File: config.mk
export PLATFORM = sky130hd
export DESIGN_NAME = row_box_average_filter
export DESIGN_NICKNAME = d
export VERILOG_FILES = /design/src/design/rbaf_pkg.sv /design/src/design/rbaf_div.sv /design/src/design/rbaf_datapath.sv /design/src/design/rbaf_ctrl.sv /design/src/design/row_box_average_filter.sv
export SDC_FILE = /design/constraint.sdc
export NUM_CORES = 1
export LEC_CHECK = 0
export BUFFER_PORTS_ARGS = -buffer_cell sky130_fd_sc_hd__buf_2
export CORE_UTILIZATION = 60
export DETAILED_ROUTE_END_ITERATION = 8
export HOLD_SLACK_MARGIN = 0.08
export PLACE_DENSITY = 0.77
export SLEW_MARGIN = 20
export SYNTH_ARGS = -nofsm -noshare
export SYNTH_HDL_FRONTEND = slang
export SYNTH_HIERARCHICAL = 1
export SYNTH_SLANG_ARGS = --single-unit
File: constraint.sdc
create_clock -name clk -period 7.42 [get_ports clk]
set_input_delay 0.371 -clock clk [delete_from_list [all_inputs] [get_ports clk]]
set_output_delay 0.371 -clock clk [all_outputs]
set_load 0.05 [all_outputs]
File: src/design/rbaf_pkg.sv
// ----------------------------------------------------------------------------
// Row box average filter package
// Shared widths, register indexes, controller states and the command and
// status groups between the controller and the datapath.
// ----------------------------------------------------------------------------
package rbaf_pkg;

  localparam int PIX_W   = 8;
  localparam int PIX_MAX = 255;
  localparam int ROW_W   = 13;
  localparam int WIN_W   = 5;
  localparam int CFG_W   = 13;
  localparam int IDX_W   = 1;
  localparam int QI_W    = $clog2(PIX_W);

  localparam logic [ROW_W-1:0] ROW_WIDTH_RST   = ROW_W'(256);
  localparam logic [WIN_W-1:0] WINDOW_SIZE_RST = WIN_W'(4);

  typedef enum logic [IDX_W-1:0] {
    REG_ROW_WIDTH   = 1'b0,
    REG_WINDOW_SIZE = 1'b1
  } reg_index_t;

  typedef enum logic [1:0] {
    ST_IDLE,
    ST_CHECK,
    ST_DIVIDE,
    ST_DELIVER
  } state_t;

  typedef struct packed {
    logic accept;
    logic div_start;
    logic div_step;
    logic deliver;
    logic finish;
  } cmd_t;

  typedef struct packed {
    logic zero_win;
    logic due;
    logic div_last;
    logic out_free;
  } status_t;

endpackage

File: src/design/rbaf_div.sv
// ----------------------------------------------------------------------------
// Row box average filter divider
// Restoring divider that produces one quotient bit per step, most
// significant bit first. The quotient is known to fit in one pixel.
// ----------------------------------------------------------------------------
module rbaf_div #(
  parameter int SW = 12,
  parameter int WW = 5
) (
  input  logic                       clk,
  input  logic                       start,
  input  logic                       step,
  input  logic [SW-1:0]              dividend,
  input  logic [WW-1:0]              divisor,
  output logic [rbaf_pkg::PIX_W-1:0] quotient,
  output logic                       last_step
);

  localparam int DW = WW + rbaf_pkg::PIX_W - 1;
  localparam int TW = (SW > DW) ? SW : DW;

  logic [SW-1:0]              rem;
  logic [DW-1:0]              dsh;
  logic [rbaf_pkg::QI_W-1:0]  idx;
  logic [TW-1:0]              diff;
  logic                       ge;

  assign ge        = TW'(rem) >= TW'(dsh);
  assign diff      = TW'(rem) - TW'(dsh);
  assign last_step = idx == rbaf_pkg::QI_W'(rbaf_pkg::PIX_W - 1);

  always_ff @(posedge clk) begin
    if (start) begin
      rem <= dividend;
      dsh <= {divisor, {(rbaf_pkg::PIX_W - 1){1'b0}}};
      idx <= '0;
    end else if (step) begin
      if (ge) begin
        rem <= diff[SW-1:0];
      end
      quotient <= {quotient[rbaf_pkg::PIX_W-2:0], ge};
      dsh      <= dsh >> 1;
      idx      <= idx + rbaf_pkg::QI_W'(1);
    end
  end

endmodule

File: src/design/rbaf_datapath.sv
// ----------------------------------------------------------------------------
// Row box average filter datapath
// Configuration registers, pixel window, running sum, column and retire
// counters, the divider and the output register.
// ----------------------------------------------------------------------------
module rbaf_datapath #(
  parameter int MAX_WINDOW = 16,
  parameter int MAX_WIDTH  = 4096
) (
  input  logic                          clk,
  input  logic                          rst,
  input  logic                          cfg_write,
  input  logic [rbaf_pkg::IDX_W-1:0]    cfg_index,
  input  logic [rbaf_pkg::CFG_W-1:0]    cfg_data,
  input  logic [rbaf_pkg::PIX_W-1:0]    pixel_in,
  input  rbaf_pkg::cmd_t                cmd,
  output rbaf_pkg::status_t             status,
  input  logic                          out_stall,
  output logic                          out_valid,
  output logic [rbaf_pkg::PIX_W-1:0]    smudged_pixel,
  output logic                          last_of_run
);

  localparam int CW = $clog2(MAX_WIDTH + 1);
  localparam int EW = (CW > rbaf_pkg::ROW_W) ? CW : rbaf_pkg::ROW_W;
  localparam int WW = $clog2(MAX_WINDOW + 1);
  localparam int XW = (WW > rbaf_pkg::WIN_W) ? WW : rbaf_pkg::WIN_W;
  localparam int NW = (CW > WW) ? CW : WW;
  localparam int SW = $clog2(MAX_WINDOW * rbaf_pkg::PIX_MAX + 1);
  localparam int PW = (MAX_WINDOW > 1) ? $clog2(MAX_WINDOW) : 1;

  logic [rbaf_pkg::ROW_W-1:0] row_width;
  logic [rbaf_pkg::WIN_W-1:0] window_size;
  logic [EW-1:0]              rw_ext;
  logic [EW-1:0]              eff_width;
  logic [XW-1:0]              ws_ext;
  logic [WW-1:0]              eff_win;

  logic [rbaf_pkg::PIX_W-1:0] window_store [MAX_WINDOW];
  logic [SW-1:0]              running_sum;
  logic [CW-1:0]              column_count;
  logic [CW-1:0]              emitted_count;
  logic [PW-1:0]              wr_ptr;
  logic [PW-1:0]              rd_ptr;
  logic                       row_end;
  logic                       last_flag;

  logic [NW-1:0]              pending;
  logic [rbaf_pkg::PIX_W-1:0] quotient;
  logic                       div_last;

  always_ff @(posedge clk) begin
    if (rst) begin
      row_width   <= rbaf_pkg::ROW_WIDTH_RST;
      window_size <= rbaf_pkg::WINDOW_SIZE_RST;
    end else if (cfg_write) begin
      unique case (cfg_index)
        rbaf_pkg::REG_ROW_WIDTH:   row_width   <= cfg_data[rbaf_pkg::ROW_W-1:0];
        rbaf_pkg::REG_WINDOW_SIZE: window_size <= cfg_data[rbaf_pkg::WIN_W-1:0];
        default: ;
      endcase
    end
  end

  assign rw_ext = EW'(row_width);
  assign ws_ext = XW'(window_size);

  always_comb begin
    if (rw_ext == '0) begin
      eff_width = EW'(1);
    end else if (rw_ext > EW'(MAX_WIDTH)) begin
      eff_width = EW'(MAX_WIDTH);
    end else begin
      eff_width = rw_ext;
    end
  end

  assign eff_win = (ws_ext > XW'(MAX_WINDOW)) ? WW'(MAX_WINDOW) : ws_ext[WW-1:0];

  assign pending = NW'(column_count) - NW'(emitted_count);

  assign status.zero_win = eff_win == '0;
  assign status.due      = (pending >= NW'(eff_win)) || (row_end && pending != '0);
  assign status.div_last = div_last;
  assign status.out_free = !out_valid || !out_stall;

  always_ff @(posedge clk) begin
    if (cmd.accept && !status.zero_win) begin
      window_store[wr_ptr] <= pixel_in;
    end
  end

  always_ff @(posedge clk) begin
    if (rst || cfg_write) begin
      running_sum   <= '0;
      column_count  <= '0;
      emitted_count <= '0;
      wr_ptr        <= '0;
      rd_ptr        <= '0;
      row_end       <= 1'b0;
    end else begin
      if (cmd.accept) begin
        column_count <= column_count + CW'(1);
        row_end      <= (EW'(column_count) + EW'(1)) == eff_width;
        if (!status.zero_win) begin
          running_sum <= running_sum + SW'(pixel_in);
          wr_ptr      <= (wr_ptr == PW'(MAX_WINDOW - 1)) ? '0 : wr_ptr + PW'(1);
        end
      end
      if (cmd.deliver && !status.zero_win) begin
        running_sum   <= running_sum - SW'(window_store[rd_ptr]);
        emitted_count <= emitted_count + CW'(1);
        rd_ptr        <= (rd_ptr == PW'(MAX_WINDOW - 1)) ? '0 : rd_ptr + PW'(1);
      end
      if (cmd.finish && row_end) begin
        running_sum   <= '0;
        column_count  <= '0;
        emitted_count <= '0;
        wr_ptr        <= '0;
        rd_ptr        <= '0;
      end
    end
  end

  always_ff @(posedge clk) begin
    if (cmd.div_start) begin
      last_flag <= !(row_end && pending > NW'(1));
    end
  end

  rbaf_div #(
    .SW(SW),
    .WW(WW)
  ) u_div (
    .clk      (clk),
    .start    (cmd.div_start),
    .step     (cmd.div_step),
    .dividend (running_sum),
    .divisor  (pending[WW-1:0]),
    .quotient (quotient),
    .last_step(div_last)
  );

  always_ff @(posedge clk) begin
    if (rst) begin
      out_valid <= 1'b0;
    end else if (cmd.deliver) begin
      out_valid <= 1'b1;
    end else if (!out_stall) begin
      out_valid <= 1'b0;
    end
  end

  always_ff @(posedge clk) begin
    if (cmd.deliver) begin
      smudged_pixel <= status.zero_win ? '0 : quotient;
      last_of_run   <= status.zero_win ? 1'b1 : last_flag;
    end
  end

endmodule

File: src/design/rbaf_ctrl.sv
// ----------------------------------------------------------------------------
// Row box average filter controller
// Sequences one input word: accept, check for owed results, divide (not for
// a zero window) and deliver each one, then close the row when it has ended.
// ----------------------------------------------------------------------------
module rbaf_ctrl (
  input  logic               clk,
  input  logic               rst,
  input  logic               in_valid,
  output logic               in_stall,
  input  rbaf_pkg::status_t  status,
  output rbaf_pkg::cmd_t     cmd
);

  rbaf_pkg::state_t state;
  rbaf_pkg::state_t state_next;

  always_ff @(posedge clk) begin
    if (rst) begin
      state <= rbaf_pkg::ST_IDLE;
    end else begin
      state <= state_next;
    end
  end

  always_comb begin
    state_next = state;
    unique case (state)
      rbaf_pkg::ST_IDLE: begin
        if (in_valid) begin
          state_next = rbaf_pkg::ST_CHECK;
        end
      end
      rbaf_pkg::ST_CHECK: begin
        if (status.zero_win) begin
          state_next = rbaf_pkg::ST_DELIVER;
        end else if (status.due) begin
          state_next = rbaf_pkg::ST_DIVIDE;
        end else begin
          state_next = rbaf_pkg::ST_IDLE;
        end
      end
      rbaf_pkg::ST_DIVIDE: begin
        if (status.div_last) begin
          state_next = rbaf_pkg::ST_DELIVER;
        end
      end
      rbaf_pkg::ST_DELIVER: begin
        if (status.out_free) begin
          state_next = status.zero_win ? rbaf_pkg::ST_IDLE : rbaf_pkg::ST_CHECK;
        end
      end
      default: state_next = rbaf_pkg::ST_IDLE;
    endcase
  end

  always_comb begin
    cmd      = '0;
    in_stall = 1'b1;
    unique case (state)
      rbaf_pkg::ST_IDLE: begin
        in_stall   = 1'b0;
        cmd.accept = in_valid;
      end
      rbaf_pkg::ST_CHECK: begin
        cmd.div_start = !status.zero_win && status.due;
        cmd.finish    = !status.zero_win && !status.due;
      end
      rbaf_pkg::ST_DIVIDE: begin
        cmd.div_step = 1'b1;
      end
      rbaf_pkg::ST_DELIVER: begin
        cmd.deliver = status.out_free;
        cmd.finish  = status.out_free && status.zero_win;
      end
      default: ;
    endcase
  end

endmodule

File: src/design/row_box_average_filter.sv
// ----------------------------------------------------------------------------
// Row box average filter
// Horizontal moving average over a raster stream of grayscale pixels.
// ----------------------------------------------------------------------------
// Each result is the truncated mean of a pixel and the pixels to its right
// in the same row, with the window clipped at the row end. An input word
// that owes no result passes through the accept and check states. Every
// result adds a check, eight steps of the bit-serial divider and a load of
// the output register, held off while out_stall holds that register. A
// row-end pixel flushes up to window_size, at most MAX_WINDOW, results in
// one run. A zero window gives one result per word via accept, check and
// deliver. The next word is taken while the last result waits at output.
module row_box_average_filter #(
  parameter int MAX_WINDOW = 16,
  parameter int MAX_WIDTH  = 4096
) (
  input  logic                          clk,
  input  logic                          rst,
  input  logic                          cfg_write,
  input  logic [rbaf_pkg::IDX_W-1:0]    cfg_index,
  input  logic [rbaf_pkg::CFG_W-1:0]    cfg_data,
  input  logic                          in_valid,
  output logic                          in_stall,
  input  logic [rbaf_pkg::PIX_W-1:0]    pixel_in,
  output logic                          out_valid,
  input  logic                          out_stall,
  output logic [rbaf_pkg::PIX_W-1:0]    smudged_pixel,
  output logic                          last_of_run
);

  rbaf_pkg::cmd_t    cmd;
  rbaf_pkg::status_t status;

  rbaf_ctrl u_ctrl (
    .clk     (clk),
    .rst     (rst),
    .in_valid(in_valid),
    .in_stall(in_stall),
    .status  (status),
    .cmd     (cmd)
  );

  rbaf_datapath #(
    .MAX_WINDOW(MAX_WINDOW),
    .MAX_WIDTH (MAX_WIDTH)
  ) u_datapath (
    .clk          (clk),
    .rst          (rst),
    .cfg_write    (cfg_write),
    .cfg_index    (cfg_index),
    .cfg_data     (cfg_data),
    .pixel_in     (pixel_in),
    .cmd          (cmd),
    .status       (status),
    .out_stall    (out_stall),
    .out_valid    (out_valid),
    .smudged_pixel(smudged_pixel),
    .last_of_run  (last_of_run)
  );

  a_accept_blocks: assert property (@(posedge clk) disable iff (rst)
    in_valid && !in_stall |=> in_stall)
    else $error("input accepted twice without processing");

  a_deliver_room: assert property (@(posedge clk) disable iff (rst)
    cmd.deliver |-> !(out_valid && out_stall))
    else $error("result loaded over a stalled word");

  a_deliver_shows: assert property (@(posedge clk) disable iff (rst)
    cmd.deliver |=> out_valid)
    else $error("delivered result not presented");

  a_cmd_exclusive: assert property (@(posedge clk) disable iff (rst)
    $onehot0({cmd.accept, cmd.div_start, cmd.div_step, cmd.deliver}))
    else $error("conflicting datapath commands");

endmodule

==> summary.txt, run 1 <==
Setup path
  – Critical Path Slowest Stage Cell: and3_1
  – Reg-to-Reg End: u_datapath/running_sum[8]
  – Crit path max fanout: 13
  – FF-to-FF Start: u_ctrl/state[0]
  – Reg2reg setup slack: 3.27 ns
  – Worst path required time: 7.88 ns
  – CP delay by family, top: compound AO/OA/AOI/OAI gates
  – Depth of the worst register-to-register path: 14
  – Largest stage delay, worst path: 0.60 ns
  – CP Cell Sequence: and3_1 -> o21a_1 -> nand2_1 -> o21ai_0 -> ha_1 -> inv_1 -> fa_1 -> a21o_1 -> a21oi_1 -> o21bai_1 -> a2111oi_0 -> o21a_1 -> o21ai_0 -> a21oi_1
  – WS Path Type: reg2reg
  – Arrival time worst endpoint: 4.61 ns
  – Setup crit end kind: flop
  – Crit path capture: u_datapath/running_sum[8]
  – Crit. path cell count: 14
  – CP startpoint: u_ctrl/state[0]
  – Startpoint Class: flop
  – Worst Path Buf+Inv: 1

CTS
  – Worst skew pair latency: 0.55 ns
  – Clock root buffer: clkbuf_16
  – Setup bufs post-CTS: 0
  – Max Root-Sink Buffers: 3
  – Hold-fix buffer count after cts: 13
  – TritonCTS clock tree: built
  – PostCTS Resize Cnt: 0
  – H-tree depth: 1
  – CTS buffer count: 26
  – Sink Count: 245
  – Clk pin slew, worst setup/hold paths: 0.06 ns

Placed design
  – DPL Wire Length: 16.5 mm
  – Number of I/O port buffers: 37
  – Post-placement cell count: 1316
  – RePlAce Congestion: 0.866
  – Setup slack at placement: 3.27 ns

Power
  – Int Pwr: 2.38 mW
  – Leakage: 4.75 nW
  – Register share of total power: 48.7%
  – Net switching power figure: 774 uW
  – Pwr Density: 233 nW/um2
  – Worst VDD drop: 0.248 mV
  – Gate power share: 11.4%
  – Clock Power Share: 39.9%
  – Sw frac: 24.5%

Floorplan
  – IO Count: 38
  – Initial Utilization: 61.9%
  – Die width: 145 um
  – Core area: 19700 um2
  – Die Height: 145 um
  – Die area: 20900 um2
  – # rows: 51

GRT
  – GR Overflow Total: 0
  – First-pass GRT wire length: 40.1 mm
  – Overall routing resource usage: 25.1%
  – Largest net degree at the start of global routing: 48
  – Vias in the first global route: 7823
  – Initial antenna violation count: 0

Synthesis
  – Fraction of registers with async set/reset: 0%
  – Synth cell count leaders: 163 x edfxtp_1, 123 x nand2_1, 82 x dfxtp_1
  – Flop and latch count out of synthesis: 245
  – Synth top area share: 40.1%
  – Syn nets: 1128
  – Dominant cell type by area after synthesis: edfxtp_1
  – Main area contributors after synthesis: edfxtp_1 40%, dfxtp_1 13%, mux4_2 7.4%, ha_1 5.1%, nand2_1 3.8%
  – Synthesized instance count: 1048
  – Synthesized area: 12200 um2
  – Synth Flop Type: edfxtp_1
  – Synth warn: 6
  – Synth cell types: 79
  – Post-Syn Area per Cell: 11.6 um2
  – EDFF count, synth: 163
  – Post-synthesis sequential area ratio: 53.6%
  – Most common cell in the netlist: edfxtp_1

STA
  – Final Critical Period: 4.15 ns
  – Hold WS: 0.0952 ns
  – RSZ-0062 raised after global routing: no
  – Setup ws final: 3.27 ns
  – Final setup violation count: 0
  – Final Hold Fails: 0
  – Final worst-path cycle share: 55.9%
  – Slew Viols, Final: 0
  – Skew final: 0.0281 ns
  – Fmax: 241 MHz
  – Worst rel slew slack: 26.4%
  – Slew @ Worst Pin: 1.10 ns
  – Fin Setup TNS: 0 ns

Cells and area
  – ANT cells: 0
  – Non-Filler Instances: 1377
  – Syn-to-layout area delta: 11.0%
  – Util after Layout: 68.7%
  – Share of cells above drive strength 1: 14.2%
  – Nets: 1172

Routing
  – Via count: 8159
  – DR WL/cell: 18.0 um
  – Antenna-violating nets left: 0
  – Via density: 5.93
  – Drt drc: 0
  – Final wirelength: 24.8 mm
  – 1st-pass router iterations: 6
  – 1st-iter DRT viols: 690

Min path
  – Worst Hold Class: in2reg

Run status
  – Status: completed

Flow run
  – Max-cap violations: 0
==> flip-flops by register name (all words and copies together) (netlist names), 3 cells and up, named ones only <==
name                       flops
u_datapath/u_div/quotient      8
u_datapath/row_width          13
u_datapath/running_sum        12
u_datapath/window_size         5
u_datapath/smudged_pixel       8
u_datapath/wr_ptr              4
u_datapath/window_store      128
u_datapath/column_count       13
u_datapath/u_div/dsh          12
u_datapath/u_div/idx           3
u_datapath/u_div/rem          12
u_datapath/rd_ptr              4
u_datapath/emitted_count      13
==> cell usage in the layout, fill, tap and decap left out, types with 5 or more instances in the layout <==
master,n
nand3b_1,5
buf_2,37
dlygate4sd3_1,13
nand2b_1,17
nand2_1,123
and3_1,7
nor2b_1,20
mux2i_1,19
a21o_1,6
clkbuf_16,26
inv_1,46
mux4_2,40
o21ai_1,7
clkbuf_1,5
xnor2_1,38
nor2_1,81
o21a_1,14
o21ai_0,37
nand3_1,18
nor3_1,23
or3_1,9
xor2_1,25
dfxtp_1,81
buf_4,10
a21oi_1,64
a31oi_1,6
edfxtp_1,163
ha_1,50
nand4_1,14
==> power groups by stage <==
stage | sequential (mW) | combinational (mW) | clock (mW)
6_report | 1.54 | 0.361 | 1.26
5_1_grt | 1.54 | 0.404 | 1.34
4_1_cts | 1.54 | 0.362 | 1.28
3_5_place_dp | 1.57 | 0.353 | 0
3_3_place_gp | 1.56 | 0.342 | 0
2_1_floorplan | 1.56 | 0.279 | 0
==> routing by layer <==
metal	part of all wire, %	track usage, %	up-vias	routed length, um
met5	0	0	-	0
met4	2.2	6.87	0	552
met3	6.0	3.21	45	1490
met2	47	41.0	287	11800
met1	44	35.4	3897	11000
li1	-	-	3930	-
==> cell type report <==
class / count / area (um2)
multi-input cells: 713 / 5270
clock inverters: 16 / 161
repair buffers: 60 / 390
fillers: 1399 / 6180
flip-flops and latches: 245 / 6540
well taps: 265 / 332
clock buffers: 32 / 677
inverters: 46 / 173
==> worst min-delay path, stage by stage <==
cell and delay (ns):
buf_2 0.09, a21oi_1 0.06, nor2_1 0.07
==> through the flow <==
stage / instance area, um2 / total power [mW]
global route: 13500 / 3.29
global placement: 12600 / 1.91
floorplan: 12200 / 1.83
CTS: 13500 / 3.18
finish: 13500 / 3.16
detailed placement: 12600 / 1.92
==> how the worst min path moves through the flow <==
stage                            startpoint                           end  slack (ns)  cells after the start
2_1_floorplan  u_datapath/u_div/quotient[0]  u_datapath/u_div/quotient[1]        0.42                      0
3_3_place_gp   u_datapath/u_div/quotient[0]  u_datapath/u_div/quotient[1]        0.44                      0
3_5_place_dp   u_datapath/u_div/quotient[2]  u_datapath/u_div/quotient[3]        0.43                      0
4_1_cts                           out_stall          u_datapath/out_valid        0.08                      3
5_1_grt                           out_stall          u_datapath/out_valid         0.1                      3
6_report                          out_stall          u_datapath/out_valid         0.1                      3
==> cell families after synthesis <==
family / synth area share, %
AO/OA/AOI/OAI: 9.88
AND/OR/NAND/NOR: 13.9
XOR/XNOR: 4.71
adder cells (fa/ha/maj): 5.62
multiplexers: 9.13
buffers and inverters: 3.20
flip-flops: 53.6
Note: power is estimated with default switching activity, not from simulation.
==> inputs of run 2 (changes only) <==
Settings changed: CORE_UTILIZATION 60 to 56, PLACE_DENSITY 0.77 to 0.76.
Clock period 7.42 ns to 3.3 ns, I/O delays scaled along.
==> run 2 against run 1 <==
  * The flow now finishes with violations (setup timing)
  * Combinational power rose to 2.9 times the previous value
  * Count of clock-buffer cells in the layout rose by 5
  * Critical path type unchanged
  * Utilization rose by 2.3 points
  * First-iteration DRC count decreased by 5.7%
  * Sequential share of layout area decreased by 4.8 points
==> summary.txt, run 2 (synthesized netlist as in run 1, its figures left out) <==
Run status
  – Status: complete, but fails checks (was completed)
  – Failing checks: setup timing

Cells and area
  – Syn-to-layout area delta: 23.6% (was 11.0%)
  – Nets: 1288 (was 1172)
  – Top reg by flops: u_datapath/window_store (unchanged)
  – Highest-count cells in the layout ignoring fill and taps: 163 x edfxtp_1, 113 x nand2_1, 78 x dfxtp_1 (was 163 x edfxtp_1, 123 x nand2_1, 81 x nor2_1, 81 x dfxtp_1, 64 x a21oi_1)
  – Largest register FFs: 128 (unchanged)
  – Share of cells above drive strength 1: 24.5% (was 14.2%)
  – Util after Layout: 71.0% (was 68.7%)
  – Final Cell Area: 15100 um2 (was 13500 um2)
  – Most common cell after layout, fill and taps aside: edfxtp_1 (unchanged)
  – Non-Filler Instances: 1502 (was 1377)
  – Fillers: 1373 (was 1399)
  – ANT cells: 0 (unchanged)

Routing
  – 1st-iter DRT viols: 651 (was 690)
  – Antenna-violating nets left: 0 (unchanged)
  – Final wirelength: 29.2 mm (was 24.8 mm)
  – Via density: 5.87 (was 5.93)
  – DR WL/cell: 19.4 um (was 18.0 um)
  – 1st-pass router iterations: 5 (was 6)
  – Via count: 8811 (was 8159)
  – Drt drc: 0 (unchanged)

CTS
  – H-tree depth: 1 (unchanged)
  – Worst skew pair latency: 0.53 ns (was 0.55 ns)
  – Clk pin slew, worst setup/hold paths: 0.06 ns (about the same)
  – CTS buffer count: 25 (was 26)
  – Sink Count: 245 (unchanged)
  – Clock root buffer: clkbuf_16 (unchanged)
  – Max Root-Sink Buffers: 3 (unchanged)
  – TritonCTS clock tree: built (unchanged)

Floorplan
  – Initial Utilization: 57.5% (was 61.9%)
  – Core area: 21200 um2 (was 19700 um2)
  – IO Count: 38 (unchanged)
  – Die Height: 150 um (was 145 um)
  – Die width: 150 um (was 145 um)
  – # rows: 53 (was 51)
  – Die area: 22400 um2 (was 20900 um2)

Setup path
  – Arrival time worst endpoint: 3.97 ns (was 4.61 ns)
  – WS Path Type: reg2reg (unchanged)
  – Setup crit end kind: flop (unchanged)
  – CP Cell Sequence: inv_4 -> ha_4 -> inv_2 -> fa_2 -> a21oi_2 -> nor2b_1 -> nor3_1 -> nor2_1 -> or4b_4 -> a221oi_2 -> nand4_1 -> nor3_2 -> a31oi_1 -> nor2b_1 -> nand2_1 -> nand2_2 -> buf_12 -> a211oi_1 -> a31o_2 (was and3_1 -> o21a_1 -> nand2_1 -> o21ai_0 -> ha_1 -> inv_1 -> fa_1 -> a21o_1 -> a21oi_1 -> o21bai_1 -> a2111oi_0 -> o21a_1 -> o21ai_0 -> a21oi_1)
  – Worst Path Buf+Inv: 3 (was 1)
  – Reg2reg setup slack: -0.26 ns (was 3.27 ns)
  – Worst path required time: 3.71 ns (was 7.88 ns)
  – CP delay by family, top: simple AND/OR/NAND/NOR gates (was compound AO/OA/AOI/OAI gates)
  – Crit path max fanout: 9 (was 13)
  – Startpoint Class: flop (unchanged)
  – Critical Path Slowest Stage Cell: or4b_4 (was and3_1)
  – Largest stage delay, worst path: 0.54 ns (was 0.60 ns)
  – Most used cell, CP: nor2b_1

Power
  – Register share of total power: 46.4% (was 48.7%)
  – Net switching power figure: 1.81 mW (was 774 uW)
  – Worst VDD drop: 0.442 mV (was 0.248 mV)
  – Pwr Total: 7.43 mW (was 3.16 mW)
  – Clock Power Share: 39.5% (was 39.9%)
  – Leakage: 5.59 nW (was 4.75 nW)
  – Int Pwr: 5.62 mW (was 2.38 mW)
  – Pwr Density: 493 nW/um2 (was 233 nW/um2)
  – Sw frac: 24.4% (was 24.5%)
  – Gate power share: 14.1% (was 11.4%)

STA
  – Worst rel slew slack: 43.1% (was 26.4%)
  – Fin Setup TNS: -14.90 ns (was 0 ns)
  – Slew Viols, Final: 0 (unchanged)
  – RSZ-0062 raised after global routing: yes (was no)
  – Final worst-path cycle share: 108% (was 55.9%)
  – Setup ws final: -0.260 ns (was 3.27 ns)
  – Final setup violation count: 99 (was 0)
  – Final Hold Fails: 0 (unchanged)
  – Slew @ Worst Pin: 0.852 ns (was 1.10 ns)
  – Skew final: 0.0217 ns (was 0.0281 ns)
  – Final Critical Period: 3.56 ns (was 4.15 ns)
  – Fmax: 281 MHz (was 241 MHz)
  – Hold WS: 0.113 ns (was 0.0952 ns)

GRT
  – First-pass GRT wire length: 45.6 mm (was 40.1 mm)
  – Overall routing resource usage: 26.5% (was 25.1%)
  – Largest net degree at the start of global routing: 26 (was 48)
  – Initial antenna violation count: 0 (unchanged)
  – GR Overflow Total: 0 (unchanged)
  – Vias in the first global route: 8690 (was 7823)

Placed design
  – Setup slack at placement: -0.182 ns (was 3.27 ns)
  – RePlAce Congestion: 0.842 (was 0.866)
  – Placed inst area: 13300 um2 (was 12600 um2)
  – Post-placement cell count: 1401 (was 1316)
  – Number of I/O port buffers: 37 (unchanged)
  – DPL Wire Length: 18.9 mm (was 16.5 mm)

Flow run
  – Max-cap violations: 0 (unchanged)

Min path
  – Worst Hold Class: in2reg (unchanged)
==> run 2: path summary, 6_finish.rpt <==
kind,from,endpoint,cells after the start
worst max-delay path,u_datapath/column_count[0],u_datapath/running_sum[11],19
worst min register to register,u_datapath/u_div/quotient[4],u_datapath/u_div/quotient[5],0
worst min-delay path,pixel_in[4],u_datapath/window_store[14][4],2
worst max register to register,u_datapath/column_count[0],u_datapath/running_sum[11],19
==> run 2: what timing repair did <==
item,in CTS,in global routing
pin swaps,13,3
hold buffers,38,0
cloned,5,1
setup endpoints to repair,77,102
setup buffers,7,4
resized for setup,50,36
hold endpoints to repair,94,0
==> run 2: worst register-to-register path, stage by stage (launching register included) <==
cell and delay, ns:
dfxtp_4 0.35, inv_4 0.05, ha_4 0.13, inv_2 0.03
fa_2 0.35, a21oi_2 0.16, nor2b_1 0.07, nor3_1 0.18
nor2_1 0.11, or4b_4 0.54, a221oi_2 0.24, nand4_1 0.20
nor3_2 0.20, a31oi_1 0.06, nor2b_1 0.16, nand2_1 0.08
nand2_2 0.09, buf_12 0.15, a211oi_1 0.07, a31o_2 0.24
==> run 2: cell type report <==
| type | instances | area (um2) | area share, % |
|---|---|---|---|
| sequential | 245 | 6550 | 43.4 |
| tap | 275 | 344 | 2.28 |
| clock inverter | 9 | 138 | 0.913 |
| clock buffer | 37 | 722 | 4.79 |
| inverter | 46 | 175 | 1.16 |
| timing repair buffer | 176 | 1620 | 10.7 |
| multi-input combinational | 714 | 5530 | 36.7 |
==> run 2: per-layer routing <==
| layer | GRT usage (%) | up-vias | wire length (um) |
|---|---|---|---|
| met4 | 10.3 | 0 | 996 |
| met3 | 3.84 | 75 | 1710 |
| met5 | 0 | - | 0 |
| met1 | 34.1 | 4273 | 12000 |
| met2 | 45.1 | 300 | 14500 |
| li1 | - | 4163 | - |
==> run 2: power by group through the flow <==
| stage | logic, mW | registers (mW) | clock network (mW) |
|---|---|---|---|
| floorplan | 0.641 | 3.50 | 0 |
| global placement | 0.852 | 3.51 | 0 |
| detailed placement | 0.882 | 3.51 | 0 |
| CTS | 0.985 | 3.45 | 2.98 |
| global route | 1.14 | 3.46 | 3.09 |
| finish | 1.05 | 3.45 | 2.93 |
==> inputs of run 3 (changes only) <==
--- a/config.mk
+++ b/config.mk
@@ -8,2 +8,3 @@
 export BUFFER_PORTS_ARGS = -buffer_cell sky130_fd_sc_hd__buf_2
+export CORE_MARGIN = 4
 export CORE_UTILIZATION = 56
==> constraint.sdc (replaced) <==
create_clock -name clk -period 3.3 [get_ports clk]
set_input_delay 0.66 -clock clk [delete_from_list [all_inputs] [get_ports clk]]
set_output_delay 0.66 -clock clk [all_outputs]
set_load 0.05 [all_outputs]
==> run 3 against run 2 <==
  * The run still ends with setup timing left
  * Clock power up 6%
  * Sequential power about the same
  * Register-to-register slack about the same
  * Hold slack better by 0.25 ns
  * Routed wire length up 3.5%
  * Via count up 0.51%
  * Global-route usage down 2.3 points
  * Non-clock buffer count down 23
  * Fmax down 0.16%
  * Largest power group unchanged
==> summary.txt, run 3 (synthesized netlist as in run 1, its figures left out) <==
Power
  – Worst VDD drop: 0.547 mV (was 0.442 mV)
  – Leakage: 5.46 nW (was 5.59 nW)
  – Pwr Density: 508 nW/um2 (was 493 nW/um2)

Floorplan
  – Die width: 156 um (was 150 um)
  – Initial Utilization: 57.5% (unchanged)
  – Die Height: 156 um (was 150 um)
  – Die area: 24200 um2 (was 22400 um2)
  – IO Count: 38 (unchanged)
  – Core area: 21200 um2 (unchanged)
  – # rows: 53 (unchanged)

Placed design
  – DPL Wire Length: 19.2 mm (was 18.9 mm)
  – Setup slack at placement: -0.234 ns (was -0.182 ns)
  – RePlAce Congestion: 0.844 (was 0.842)
  – Number of I/O port buffers: 37 (unchanged)

CTS
  – TritonCTS clock tree: built (unchanged)
  – Worst skew pair latency: 0.55 ns (was 0.53 ns)
  – Sink Count: 245 (unchanged)
  – CTS buffer count: 25 (unchanged)
  – Clock root buffer: clkbuf_16 (unchanged)
  – Clk pin slew, worst setup/hold paths: 0.06 ns (about the same)
  – Max Root-Sink Buffers: 3 (unchanged)
  – Hold-fix buffer count after cts: 0 (was 38)
  – H-tree depth: 1 (unchanged)

Cells and area
  – Fillers: 1423 (was 1373)
  – Highest-count cells in the layout ignoring fill and taps: 163 x edfxtp_1, 112 x nand2_1, 90 x buf_4 (was 163 x edfxtp_1, 113 x nand2_1, 78 x dfxtp_1)
  – Largest register FFs: 128 (unchanged)
  – Most common cell after layout, fill and taps aside: edfxtp_1 (unchanged)
  – Share of cells above drive strength 1: 29.1% (was 24.5%)
  – Top reg by flops: u_datapath/window_store (unchanged)
  – Area of the multi-input gates: 5690 um2 (was 5530 um2)
  – Syn-to-layout area delta: 22.9% (was 23.6%)
  – Nets: 1265 (was 1288)
  – ANT cells: 0 (unchanged)
  – Storage cell area: 6550 um2 (about the same)

Setup path
  – Worst path required time: 3.74 ns (was 3.71 ns)
  – WS Path Type: reg2reg (unchanged)
  – Setup crit end kind: flop (unchanged)
  – Startpoint Class: flop (unchanged)
  – Arrival time worst endpoint: 4.00 ns (was 3.97 ns)
  – Crit path max fanout: 6 (was 9)
  – Depth of the worst register-to-register path: 17 (was 19)

GRT
  – Initial antenna violation count: 0 (unchanged)
  – Vias in the first global route: 8601 (was 8690)
  – Overall routing resource usage: 24.2% (was 26.5%)
  – GR Overflow Total: 0 (unchanged)
  – First-pass GRT wire length: 46.3 mm (was 45.6 mm)
  – Largest net degree at the start of global routing: 27 (was 26)

Flow run
  – Max-cap violations: 0 (unchanged)

Routing
  – Final wirelength: 30.2 mm (was 29.2 mm)
  – DR WL/cell: 20.4 um (was 19.4 um)
  – Drt drc: 0 (unchanged)
  – 1st-iter DRT viols: 734 (was 651)
  – Via count: 8856 (was 8811)
  – 1st-pass router iterations: 5 (unchanged)
  – Antenna-violating nets left: 0 (unchanged)
  – Via density: 5.99 (was 5.87)

Run status
  – Failing checks: setup timing (unchanged)
  – Status: complete, but fails checks (unchanged)

STA
  – Fin Setup TNS: -16.73 ns (was -14.90 ns)
  – Setup ws final: -0.265 ns (was -0.260 ns)
  – Worst rel slew slack: 22.5% (was 43.1%)
  – Final Hold Fails: 0 (unchanged)
  – Slew Viols, Final: 0 (unchanged)
  – Final setup violation count: 101 (was 99)
  – Skew final: 0.0204 ns (was 0.0217 ns)
  – Hold WS: 0.362 ns (was 0.113 ns)
  – Final worst-path cycle share: 108% (about the same)
  – RSZ-0062 raised after global routing: yes (unchanged)
  – Fmax: 280 MHz (was 281 MHz)
  – Final Critical Period: 3.57 ns (was 3.56 ns)
  – Slew @ Worst Pin: 1.16 ns (was 0.852 ns)

Min path
  – Hold Path Depth: 3 (was 2)
  – Worst Hold Class: in2reg (unchanged)
## run 3: cell count changes in the layout (fill, tap and decap cells not counted), moves of 6 or more
cell | before | now
nor2_1 | 73 | 65
dlygate4sd3_1 | 38 | 0
buf_4 | 76 | 90
clkbuf_1 | 8 | 2
nor2_4 | 2 | 9
## run 3: layout make-up
type | instances | area share, %
clock buffer | 27 | 4.22
sequential | 245 | 43.7
multi-input combinational | 714 | 38.0
inverter | 46 | 1.20
timing repair buffer | 153 | 8.79
clock inverter | 19 | 1.84
tap | 275 | 2.30
## run 3: what timing repair did
| action | CTS | global route |
|---|---|---|
| pin swaps | 27 | 17 |
| cloned | 3 | 2 |
| endpoints found under the hold margin | 0 | 0 |
| endpoints found under the setup margin | 103 | 99 |
| buffers inserted | 12 | 3 |
| resized for setup | 62 | 65 |
## run 3: where the power goes
part / leakage (nW) / switching, mW / internal (mW)
clock: 0.441 / 1.23 / 1.88
sequential: 2.14 / 0.0664 / 3.38
combinational: 2.87 / 0.591 / 0.468
total: 5.46 / 1.88 / 5.73
## run 3: path summary, 6_finish.rpt
kind                           startpoint                           end  slack [ns]
min                           cfg_data[9]       u_datapath/row_width[9]        0.36
max reg2reg   u_datapath/emitted_count[4]    u_datapath/running_sum[11]       -0.27
max           u_datapath/emitted_count[4]    u_datapath/running_sum[11]       -0.27
min reg2reg  u_datapath/u_div/quotient[6]  u_datapath/u_div/quotient[7]        0.45
## run 3: routing by layer
| metal | vias up | global-route usage (%) | routed length, um |
|---|---|---|---|
| met3 | 76 | 4.36 | 2400 |
| li1 | 4124 | - | - |
| met4 | 0 | 5.67 | 882 |
| met5 | - | 0 | 0 |
| met1 | 4260 | 32.5 | 12000 |
| met2 | 396 | 41.5 | 14900 |
## run 3: worst max-delay path, cell delays in order, from the launching register on
cell and delay (ns):
dfxtp_1 0.36, inv_1 0.08, ha_2 0.40, nand2_1 0.16, o21ai_4 0.27, buf_4 0.16
nor2_2 0.05, or4b_4 0.51, a221oi_2 0.22, nand4_1 0.20, nor3_2 0.22, a31oi_1 0.06
nor2b_1 0.15, nand2_1 0.08, nand2_2 0.09, buf_12 0.15, a211oi_2 0.05, a31o_2 0.25
## run 3: per-stage QoR
step	instance area [um2]	cells	power (mW)	util [%]
after floorplan	12300	1048	4.14	-
after global placement	13400	1413	4.39	63.2
after detailed placement	13400	1413	4.41	63.2
after CTS	14700	1474	7.54	69.2
after global routing	15000	1479	7.91	70.6
final	15000	1479	7.61	70.6
